--- src/rtl/core/scalar_kalman_filter_assert.svh ---
// ----------------------------------------------------------------------------
// Scalar Kalman filter assertion macros
// Concurrent assertion shorthands for the filter top, which carries the checks.
// ----------------------------------------------------------------------------
`ifndef SCALAR_KALMAN_FILTER_ASSERT_SVH
`define SCALAR_KALMAN_FILTER_ASSERT_SVH

// Consequent must hold in the same cycle as the antecedent.
`define SKF_ASSERT_SAME(label, clk, rst, ante, cons) \
  label: assert property (@(posedge clk) disable iff (rst) (ante) |-> (cons)) \
    else $error("scalar_kalman_filter: same-cycle check failed");

// Consequent must hold in the cycle after the antecedent.
`define SKF_ASSERT_NEXT(label, clk, rst, ante, cons) \
  label: assert property (@(posedge clk) disable iff (rst) (ante) |=> (cons)) \
    else $error("scalar_kalman_filter: next-cycle check failed");

`endif

--- src/rtl/core/skf_pkg.sv ---
// ----------------------------------------------------------------------------
// Scalar Kalman filter package
// Shared types and constants for the filter front end, back end and top.
// ----------------------------------------------------------------------------
`default_nettype none

package skf_pkg;

  localparam int ADDR_W = 4;
  localparam int DATA_W = 32;

  typedef enum logic [1:0] {
    REG_PROCESS_NOISE      = 2'd0,
    REG_MEASUREMENT_NOISE  = 2'd1,
    REG_INITIAL_COVARIANCE = 2'd2,
    REG_INITIAL_ESTIMATE   = 2'd3
  } reg_index_t;

  localparam logic [31:0]        RST_PROCESS_NOISE      = 32'd655;
  localparam logic [31:0]        RST_MEASUREMENT_NOISE  = 32'd65536;
  localparam logic [31:0]        RST_INITIAL_COVARIANCE = 32'd65536;
  localparam logic signed [31:0] RST_INITIAL_ESTIMATE   = 32'sd0;

  typedef struct packed {
    logic [31:0]        process_noise;
    logic [31:0]        measurement_noise;
    logic [31:0]        initial_covariance;
    logic signed [31:0] initial_estimate;
    logic               reload;
  } cfg_t;

  typedef struct packed {
    logic               valid;
    logic signed [31:0] measurement;
  } queue_t;

  typedef struct packed {
    logic busy;
    logic pop;
  } back_stat_t;

  typedef enum logic [5:0] {
    S_IDLE = 6'b000001,
    S_PRED = 6'b000010,
    S_DIV  = 6'b000100,
    S_MULE = 6'b001000,
    S_MULP = 6'b010000,
    S_DONE = 6'b100000
  } back_state_t;

endpackage

`default_nettype wire

--- src/rtl/core/skf_stream_if.sv ---
// ----------------------------------------------------------------------------
// Scalar Kalman filter stream interfaces
// Valid/ready channels for measurement words and result words.
// ----------------------------------------------------------------------------
`default_nettype none

interface skf_meas_if;
  logic               valid;
  logic               ready;
  logic signed [31:0] measurement;

  modport source (output valid, output measurement, input ready);
  modport sink   (input valid, input measurement, output ready);
endinterface

interface skf_result_if;
  logic               valid;
  logic               ready;
  logic signed [31:0] estimate;
  logic [16:0]        gain;
  logic [31:0]        covariance;

  modport source (output valid, output estimate, output gain, output covariance,
                  input ready);
  modport sink   (input valid, input estimate, input gain, input covariance,
                  output ready);
endinterface

`default_nettype wire

--- src/rtl/core/skf_front.sv ---
// ----------------------------------------------------------------------------
// Scalar Kalman filter front end
// Accepts measurement words and holds them in a two-entry queue for the
// back end.
// ----------------------------------------------------------------------------
`default_nettype none

module skf_front (
  input  wire logic         clk,
  input  wire logic         rst,
  skf_meas_if.sink          sample,
  output skf_pkg::queue_t   q,
  input  wire logic         pop
);

  localparam int          DEPTH = 2;
  localparam logic [1:0]  FULL  = 2'(DEPTH);

  logic signed [31:0] slot [DEPTH];
  logic               wr_ptr;
  logic               rd_ptr;
  logic [1:0]         count;
  logic               push;
  logic               take;

  assign sample.ready  = (count != FULL);
  assign push          = sample.valid && sample.ready;
  assign take          = pop && (count != 2'd0);
  assign q.valid       = (count != 2'd0);
  assign q.measurement = slot[rd_ptr];

  always_ff @(posedge clk) begin
    if (rst) begin
      wr_ptr <= 1'b0;
      rd_ptr <= 1'b0;
      count  <= 2'd0;
    end else begin
      if (push) begin
        wr_ptr <= ~wr_ptr;
      end
      if (take) begin
        rd_ptr <= ~rd_ptr;
      end
      priority case ({push, take})
        2'b10:   count <= count + 2'd1;
        2'b01:   count <= count - 2'd1;
        default: count <= count;
      endcase
    end
  end

  always_ff @(posedge clk) begin
    if (push) begin
      slot[wr_ptr] <= sample.measurement;
    end
  end

endmodule

`default_nettype wire

--- src/rtl/core/skf_back.sv ---
// ----------------------------------------------------------------------------
// Scalar Kalman filter back end
// Runs one filter step per queued measurement: prediction, restoring gain
// division, and two multiplies through one shared multiplier.
// ----------------------------------------------------------------------------
`default_nettype none

module skf_back #(
  parameter int FRAC_BITS = 16
) (
  input  wire logic             clk,
  input  wire logic             rst,
  input  wire skf_pkg::cfg_t    cfg,
  input  wire skf_pkg::queue_t  q,
  output logic                  pop,
  skf_result_if.source          result,
  output skf_pkg::back_stat_t   stat
);

  localparam int GW = FRAC_BITS + 1;
  localparam int PW = FRAC_BITS + 34;
  localparam int CW = $clog2(FRAC_BITS + 1);

  localparam logic [GW-1:0] ONE     = {1'b1, {FRAC_BITS{1'b0}}};
  localparam logic [PW-1:0] HALF    = {{34{1'b0}}, 1'b1, {(FRAC_BITS - 1){1'b0}}};
  localparam logic [CW-1:0] CNT_TOP = CW'(FRAC_BITS);

  skf_pkg::back_state_t state;

  logic signed [31:0] meas;
  logic signed [31:0] estimate_reg;
  logic [31:0]        covariance_reg;
  logic [31:0]        pp;
  logic [32:0]        den;
  logic               den_zero;
  logic [33:0]        rem;
  logic [GW-1:0]      quo;
  logic [CW-1:0]      cnt;
  logic               first;
  logic [32:0]        mag;
  logic               neg;
  logic [GW-1:0]      gain_r;
  logic [PW-1:0]      prod;

  logic               res_valid;
  logic signed [31:0] res_estimate;
  logic [16:0]        res_gain;
  logic [31:0]        res_covariance;

  logic [32:0]        pp_sum;
  logic [31:0]        pp_sat;
  logic signed [32:0] diff;
  logic [33:0]        trial;
  logic               fits;
  logic [GW-1:0]      gain_eff;
  logic [32:0]        mul_a;
  logic [GW-1:0]      mul_b;
  logic [PW-1:0]      step_sum;
  logic [33:0]        step;
  logic [33:0]        est_ext;
  logic [33:0]        estimate_next;
  logic               out_free;

  assign pop       = (state == skf_pkg::S_IDLE) && q.valid;
  assign stat.busy = (state != skf_pkg::S_IDLE);
  assign stat.pop  = pop;

  assign result.valid      = res_valid;
  assign result.estimate   = res_estimate;
  assign result.gain       = res_gain;
  assign result.covariance = res_covariance;
  assign out_free          = !res_valid || result.ready;

  always_comb begin
    pp_sum   = {1'b0, covariance_reg} + {1'b0, cfg.process_noise};
    pp_sat   = pp_sum[32] ? 32'hFFFF_FFFF : pp_sum[31:0];
    diff     = {meas[31], meas} - {estimate_reg[31], estimate_reg};
    trial    = first ? rem : {rem[32:0], 1'b0};
    fits     = (trial >= {1'b0, den});
    gain_eff = den_zero ? '0 : quo;
    step_sum = prod + HALF;
    step     = step_sum[PW-1:FRAC_BITS];
    est_ext  = {{2{estimate_reg[31]}}, estimate_reg};
    estimate_next = neg ? (est_ext - step) : (est_ext + step);
    if (state == skf_pkg::S_MULE) begin
      mul_a = mag;
      mul_b = gain_eff;
    end else begin
      mul_a = {1'b0, pp};
      mul_b = ONE - gain_r;
    end
  end

  always_ff @(posedge clk) begin
    if (rst) begin
      state     <= skf_pkg::S_IDLE;
      res_valid <= 1'b0;
    end else begin
      if (state == skf_pkg::S_DONE && out_free) begin
        res_valid <= 1'b1;
      end else if (result.valid && result.ready) begin
        res_valid <= 1'b0;
      end
      unique case (state)
        skf_pkg::S_IDLE: begin
          if (q.valid) begin
            state <= skf_pkg::S_PRED;
          end
        end
        skf_pkg::S_PRED: state <= skf_pkg::S_DIV;
        skf_pkg::S_DIV: begin
          if (cnt == '0) begin
            state <= skf_pkg::S_MULE;
          end
        end
        skf_pkg::S_MULE: state <= skf_pkg::S_MULP;
        skf_pkg::S_MULP: state <= skf_pkg::S_DONE;
        skf_pkg::S_DONE: begin
          if (out_free) begin
            state <= skf_pkg::S_IDLE;
          end
        end
        default: state <= skf_pkg::S_IDLE;
      endcase
    end
  end

  always_ff @(posedge clk) begin
    if (rst) begin
      estimate_reg   <= skf_pkg::RST_INITIAL_ESTIMATE;
      covariance_reg <= skf_pkg::RST_INITIAL_COVARIANCE;
    end else if (cfg.reload) begin
      estimate_reg   <= cfg.initial_estimate;
      covariance_reg <= cfg.initial_covariance;
    end else begin
      if (state == skf_pkg::S_MULP) begin
        estimate_reg <= estimate_next[31:0];
      end
      if (state == skf_pkg::S_DONE && out_free) begin
        covariance_reg <= prod[FRAC_BITS+31:FRAC_BITS];
      end
    end
  end

  always_ff @(posedge clk) begin
    unique case (state)
      skf_pkg::S_IDLE: begin
        meas <= q.measurement;
      end
      skf_pkg::S_PRED: begin
        pp       <= pp_sat;
        den      <= {1'b0, pp_sat} + {1'b0, cfg.measurement_noise};
        den_zero <= (pp_sat == 32'd0) && (cfg.measurement_noise == 32'd0);
        rem      <= {2'b00, pp_sat};
        quo      <= '0;
        cnt      <= CNT_TOP;
        first    <= 1'b1;
        neg      <= diff[32];
        mag      <= diff[32] ? 33'(-diff) : 33'(diff);
      end
      skf_pkg::S_DIV: begin
        rem   <= fits ? (trial - {1'b0, den}) : trial;
        quo   <= {quo[GW-2:0], fits};
        cnt   <= cnt - CW'(1);
        first <= 1'b0;
      end
      skf_pkg::S_MULE: begin
        gain_r <= gain_eff;
        prod   <= PW'(mul_a * mul_b);
      end
      skf_pkg::S_MULP: begin
        prod <= PW'(mul_a * mul_b);
      end
      skf_pkg::S_DONE: begin
        if (out_free) begin
          res_estimate   <= estimate_reg;
          res_gain       <= 17'(gain_r);
          res_covariance <= prod[FRAC_BITS+31:FRAC_BITS];
        end
      end
      default: begin
        meas <= meas;
      end
    endcase
  end

endmodule

`default_nettype wire

--- src/rtl/core/scalar_kalman_filter.sv ---
// ----------------------------------------------------------------------------
// Scalar Kalman filter
// First-order fixed point Kalman filter for one sensor stream.
// ----------------------------------------------------------------------------
// Measurement words enter on the sample channel and one result word per
// measurement leaves on the result channel, both valid/ready. Each result
// carries the new estimate, the gain used and the updated covariance.
// The restoring divider that forms the gain retires one quotient bit per
// cycle, and the two multiplies share one multiplier. The back end handles
// one measurement at a time and pops the next queued word only once the
// last step has handed its result to the result register.
// A two-entry queue in front takes up to two words while a step runs, and
// a result register lets the next step start while a result waits. When the
// receiver stalls, the back end holds its finished step until the result
// register frees up, and the queue then fills and drops sample ready.
// Reset loads the registers with their defaults and the filter state with
// the initial estimate and covariance. Any register write over the APB port
// reloads the state from the initial registers; write only while idle.
// ----------------------------------------------------------------------------
`default_nettype none
`include "scalar_kalman_filter_assert.svh"

module scalar_kalman_filter #(
  parameter int FRAC_BITS = 16
) (
  input  wire logic                         clk,
  input  wire logic                         rst,
  skf_meas_if.sink                          sample,
  skf_result_if.source                      result,
  input  wire logic                         psel,
  input  wire logic                         penable,
  input  wire logic                         pwrite,
  input  wire logic [skf_pkg::ADDR_W-1:0]   paddr,
  input  wire logic [skf_pkg::DATA_W-1:0]   pwdata,
  output logic      [skf_pkg::DATA_W-1:0]   prdata,
  output logic                              pready
);

  skf_pkg::cfg_t       cfg;
  skf_pkg::queue_t     q;
  skf_pkg::back_stat_t stat;
  skf_pkg::reg_index_t reg_index;

  logic               pop;
  logic               wr;
  logic [31:0]        process_noise;
  logic [31:0]        measurement_noise;
  logic [31:0]        initial_covariance;
  logic signed [31:0] initial_estimate;
  logic               reload;

  assign pready    = 1'b1;
  assign wr        = psel && penable && pwrite && pready;
  assign reg_index = skf_pkg::reg_index_t'(paddr[3:2]);

  always_ff @(posedge clk) begin
    if (rst) begin
      process_noise      <= skf_pkg::RST_PROCESS_NOISE;
      measurement_noise  <= skf_pkg::RST_MEASUREMENT_NOISE;
      initial_covariance <= skf_pkg::RST_INITIAL_COVARIANCE;
      initial_estimate   <= skf_pkg::RST_INITIAL_ESTIMATE;
      reload             <= 1'b0;
    end else begin
      reload <= wr;
      if (wr) begin
        unique case (reg_index)
          skf_pkg::REG_PROCESS_NOISE:      process_noise      <= pwdata;
          skf_pkg::REG_MEASUREMENT_NOISE:  measurement_noise  <= pwdata;
          skf_pkg::REG_INITIAL_COVARIANCE: initial_covariance <= pwdata;
          skf_pkg::REG_INITIAL_ESTIMATE:   initial_estimate   <= pwdata;
          default:                         reload             <= 1'b0;
        endcase
      end
    end
  end

  always_comb begin
    unique case (reg_index)
      skf_pkg::REG_PROCESS_NOISE:      prdata = process_noise;
      skf_pkg::REG_MEASUREMENT_NOISE:  prdata = measurement_noise;
      skf_pkg::REG_INITIAL_COVARIANCE: prdata = initial_covariance;
      skf_pkg::REG_INITIAL_ESTIMATE:   prdata = initial_estimate;
      default:                         prdata = '0;
    endcase
  end

  assign cfg.process_noise      = process_noise;
  assign cfg.measurement_noise  = measurement_noise;
  assign cfg.initial_covariance = initial_covariance;
  assign cfg.initial_estimate   = initial_estimate;
  assign cfg.reload             = reload;

  skf_front u_front (
    .clk    (clk),
    .rst    (rst),
    .sample (sample),
    .q      (q),
    .pop    (pop)
  );

  skf_back #(
    .FRAC_BITS (FRAC_BITS)
  ) u_back (
    .clk    (clk),
    .rst    (rst),
    .cfg    (cfg),
    .q      (q),
    .pop    (pop),
    .result (result),
    .stat   (stat)
  );

  `SKF_ASSERT_NEXT(a_pop_starts_step, clk, rst, stat.pop, stat.busy)
  `SKF_ASSERT_SAME(a_result_from_step, clk, rst, $rose(result.valid), $past(stat.busy))
  `SKF_ASSERT_SAME(a_pop_needs_word, clk, rst, stat.pop, q.valid && !$past(stat.pop))

endmodule

`default_nettype wire
--- src/flat_wrapper.sv ---
// flat-port wrapper written by rule: the top's interface ports become plain ports
module scalar_kalman_filter_flat 
#(
  parameter int FRAC_BITS = 16
)
  (clk, rst, psel, penable, pwrite, paddr, pwdata, prdata, pready, sample_valid, sample_measurement, sample_ready, result_valid, result_estimate, result_gain, result_covariance, result_ready);
  skf_meas_if sample_i ();
  skf_result_if result_i ();
  input  wire logic clk;
  input  wire logic rst;
  input  wire logic psel;
  input  wire logic penable;
  input  wire logic pwrite;
  input  wire logic [skf_pkg::ADDR_W-1:0] paddr;
  input  wire logic [skf_pkg::DATA_W-1:0] pwdata;
  output logic      [skf_pkg::DATA_W-1:0] prdata;
  output logic pready;
  input wire logic [$bits(sample_i.valid)-1:0] sample_valid;
  input wire logic [$bits(sample_i.measurement)-1:0] sample_measurement;
  output wire logic [$bits(sample_i.ready)-1:0] sample_ready;
  output wire logic [$bits(result_i.valid)-1:0] result_valid;
  output wire logic [$bits(result_i.estimate)-1:0] result_estimate;
  output wire logic [$bits(result_i.gain)-1:0] result_gain;
  output wire logic [$bits(result_i.covariance)-1:0] result_covariance;
  input wire logic [$bits(result_i.ready)-1:0] result_ready;
  assign sample_i.valid = sample_valid;
  assign sample_i.measurement = sample_measurement;
  assign sample_ready = sample_i.ready;
  assign result_valid = result_i.valid;
  assign result_estimate = result_i.estimate;
  assign result_gain = result_i.gain;
  assign result_covariance = result_i.covariance;
  assign result_i.ready = result_ready;
  scalar_kalman_filter #(.FRAC_BITS(FRAC_BITS)) u_core (.clk(clk), .rst(rst), .sample(sample_i), .result(result_i), .psel(psel), .penable(penable), .pwrite(pwrite), .paddr(paddr), .pwdata(pwdata), .prdata(prdata), .pready(pready));
endmodule
--- config.mk ---
export PLATFORM = sky130hd
export DESIGN_NAME = scalar_kalman_filter_flat
export DESIGN_NICKNAME = d
export VERILOG_FILES = /design/src/rtl/core/skf_pkg.sv /design/src/rtl/core/skf_stream_if.sv /design/src/rtl/core/skf_front.sv /design/src/rtl/core/skf_back.sv /design/src/rtl/core/scalar_kalman_filter.sv /design/src/flat_wrapper.sv
export VERILOG_INCLUDE_DIRS = /design/src /design/src/rtl/core
export SDC_FILE = /design/constraint.sdc
export NUM_CORES = 2
export LEC_CHECK = 0
export BUFFER_PORTS_ARGS = -buffer_cell sky130_fd_sc_hd__buf_4
export CORE_MARGIN = 8
export CORE_UTILIZATION = 45
export DETAILED_ROUTE_END_ITERATION = 10
export GPL_TIMING_DRIVEN = 0
export HOLD_SLACK_MARGIN = 0.12
export SYNTH_ARGS = -nofsm -noshare
export SYNTH_HDL_FRONTEND = slang
export SYNTH_SLANG_ARGS = --single-unit
--- constraint.sdc ---
create_clock -name clk -period 11.3 [get_ports clk]
set_input_delay 0.565 -clock clk [delete_from_list [all_inputs] [get_ports clk]]
set_output_delay 0.565 -clock clk [all_outputs]
set_load 0.05 [all_outputs]
==> summary.txt <==
# setup viols final: 0
die footprint: 0.123 mm^2
Worst R2R End: u_core.u_back.prod[47]
synth warn: 0
synth top area cells: edfxtp_1 23%, fa_1 19%, dfxtp_1 8.1%, nand2_1 7.5%, ha_1 6.9%
Synth top area share: 0.229
most common cell in the synthesized netlist: nand2_1
sequential area share after synthesis: 0.310
worst r2r src: u_core.u_back.state[5]
DRC violations left: 0
number of top-level pins: 191
synthesis-stage register bit count: 588
Hold Fails Final Rpt: 0
Layout Utilization: 0.509
pre-CTS setup slack: 536 ps
Crit. End Element: flop
Nets: 6588
Clock Tree Root: clkbuf_16
Lkg Pwr: 24.5 nW
largest reg by FF count: u_core.u_front.slot
fin cells: 7316
layout cell share with drive strength beyond 1: 0.0836
Min-Delay Path Class: in -> reg
Compound-Gate Fraction of Synth Area: 0.116
Initial Util: 0.454
unrepaired setup endpoints after global routing: no
post-synthesis adder-cell area fraction: 0.254
max-slew headroom at the worst pin: 0.245
Max-Cap Viols: 0
Largest register FFs: 64
cell repeated most along the worst path: fa_1
Peak VDD IR: 0.201 mV
DP Area: 0.0539 mm^2
RePlAce Congestion: 1.01
area leader, netlist: edfxtp_1
Max Buffers Root-to-Sink: 3
CTS Buf Count: 71
Die Y-Extent: 351 um
Clock Pin Slew Worst Setup and Hold Paths: 60 ps
syn nets: 6287
syn_area_per_cell: 9.22 um^2
Layout fillers: 10482
Post-CTS Setup Bufs: 0
Slew @ Worst Pin: 1130 ps
Post-Route Setup TNS: 0 ps
vias in the first global route: 40750
min Tclk post-route: 10720 ps
maximum operating frequency: 0.0933 GHz
Mapped Cells: 5469
first-pass GRT wire length: 262000 um
crit path max fanout: 10
Commonest cells post-synth: 1011 x nand2_1, 704 x inv_1, 466 x fa_1, 420 x a21oi_1, 384 x edfxtp_1
vias after detailed routing: 41639
R2R Setup Slk: 580 ps
Setup crit start kind: flop
biggest registers after layout: u_core.u_front.slot: 64 flops, u_core.u_back.rem: 34 flops
total power: 12.3 mW
CTS tree: done
ys async rst share: 0
design area: 0.0565 mm^2
post-synth cell types: 116
PnR worst setup slack: 583 ps
Top FF cell, synth: edfxtp_1
GRT Util Overall: 0.284
fin crit share: 0.948
hpwl dp: 144000 um
Synth Area in Simple Gates: 0.163
Worst Min Path Start: pwdata[28]
initial antenna violation count: 9
Pre-antenna DRT Iters: 6
slowest library cell on the worst path: clkbuf_1
Starting DRT DRC Count: 3916
largest net degree at the start of global routing: 62
CP endpoint: u_core.u_back.prod[47]
status: finished, final reports clean
reg2reg path depth: 30
post-synthesis xor/xnor area fraction: 0.0463
core area: 0.111 mm^2
Final Skew: 43.3 ps
Post-Route WL: 177000 um
PwrDens: 217 mW/mm^2
total congestion overflow: 0
largest family of logic cells by synthesized area: adder cells
FP Rows: 122
Syn Std Cell Area: 0.0504 mm^2
H-tree lvl count: 3
Critical path origin: u_core.u_back.state[5]
DIE WIDTH: 351 um
WHS: 166 ps
EDFF count, synth: 384
post-DR vias/cell: 5.69
Final Max Tran Viols: 0
CP max stage delay: 770 ps
worst skew pair latency: 670 ps
CTS sink cnt: 588
Detail Route Antenna Nets: 0
mux contribution to synthesized area: 0.0400
Post-Place Cells: 7150
CP arrival: 11190 ps
CP required: 11770 ps
WL/cell: 24.3 um
crit path kind: reg -> reg
port buffer count: 186
Synth-to-Final Area Change: 12.1%
[kinds of logic (layout without fill, tap and decap cells)]
kind of cell               Yosys count  count (layout)
AOI/OAI and AO/OA                  935             935
xor gates and xnor gates           265             265
adders and majority gates          743             743
buffers and inverters              939            1295
DFF                                588             588
muxes                              153             153
other                                1               4
and+or+nand+nor                   1845            1845
[worst max-delay path: cells and delay by family (launching register included)]
| family | cells | cell delay [ps] |
|---|---|---|
| fa+ha+maj | 7 | 2920 |
| buf+inv | 7 | 2300 |
| flops | 1 | 350 |
| compound gates | 11 | 3210 |
| simple gates | 5 | 1700 |
[layer usage]
layer	vias up	part of all wire	global-route usage
met4	0	0.053	0.126
met5	-	0	0
met1	20685	0.41	0.376
met2	1804	0.45	0.454
li1	18787	-	-
met3	363	0.083	0.0533
[final cells by class]
class,instances,area (um^2),share of cell area
Buffer,233,935,0.0165
Multi-Input combinational cell,3942,31200,0.553
Inverter,706,2650,0.0469
Clock inverter,36,390,0.00691
Antenna cell,3,7.51,0.000133
Tap cell,1488,1860,0.0329
Timing Repair Buffer,228,1900,0.0336
Sequential cell,588,15600,0.276
Clock buffer,92,1930,0.0341
[worst min path at each step]
stage | endpoint | slack, ps | cells past startpoint
2_1_floorplan | u_core.u_back.result.covariance[15] | 420 | 0
6_report | u_core.initial_estimate[28] | 170 | 3
4_1_cts | u_core.initial_covariance[28] | 130 | 3
5_1_grt | u_core.initial_covariance[29] | 150 | 3
3_5_place_dp | u_core.initial_covariance[17] | 470 | 2
3_3_place_gp | u_core.initial_covariance[30] | 460 | 2
[power by group]
group	total, mW	internal [mW]	switching [mW]	leakage, nW
clock network	2.29	1.28	1.02	1.11
logic	6.96	2.80	4.16	18.2
registers	3.02	2.89	0.126	5.18
[layout by cell type, fill, tap and decap left out, types with 82 or more instances in the layout]
cell and n:
a21o_1 90, a21oi_1 420, and2_1 82, buf_4 190, clkbuf_1 207, dfxtp_1 204, edfxtp_1 384, fa_1 466
ha_1 277, inv_1 703, nand2_1 1009, nor2_1 363, o21ai_0 117, xnor2_1 172, xor2_1 92
[what timing repair did]
item | 4_1_cts | 5_1_grt
hold buffers | 35 | 0
endpoints found under the hold margin | 68 | 0
setup endpoints to repair | 0 | 1
resized for setup | 0 | 1
(Power assumes the default switching activity.)
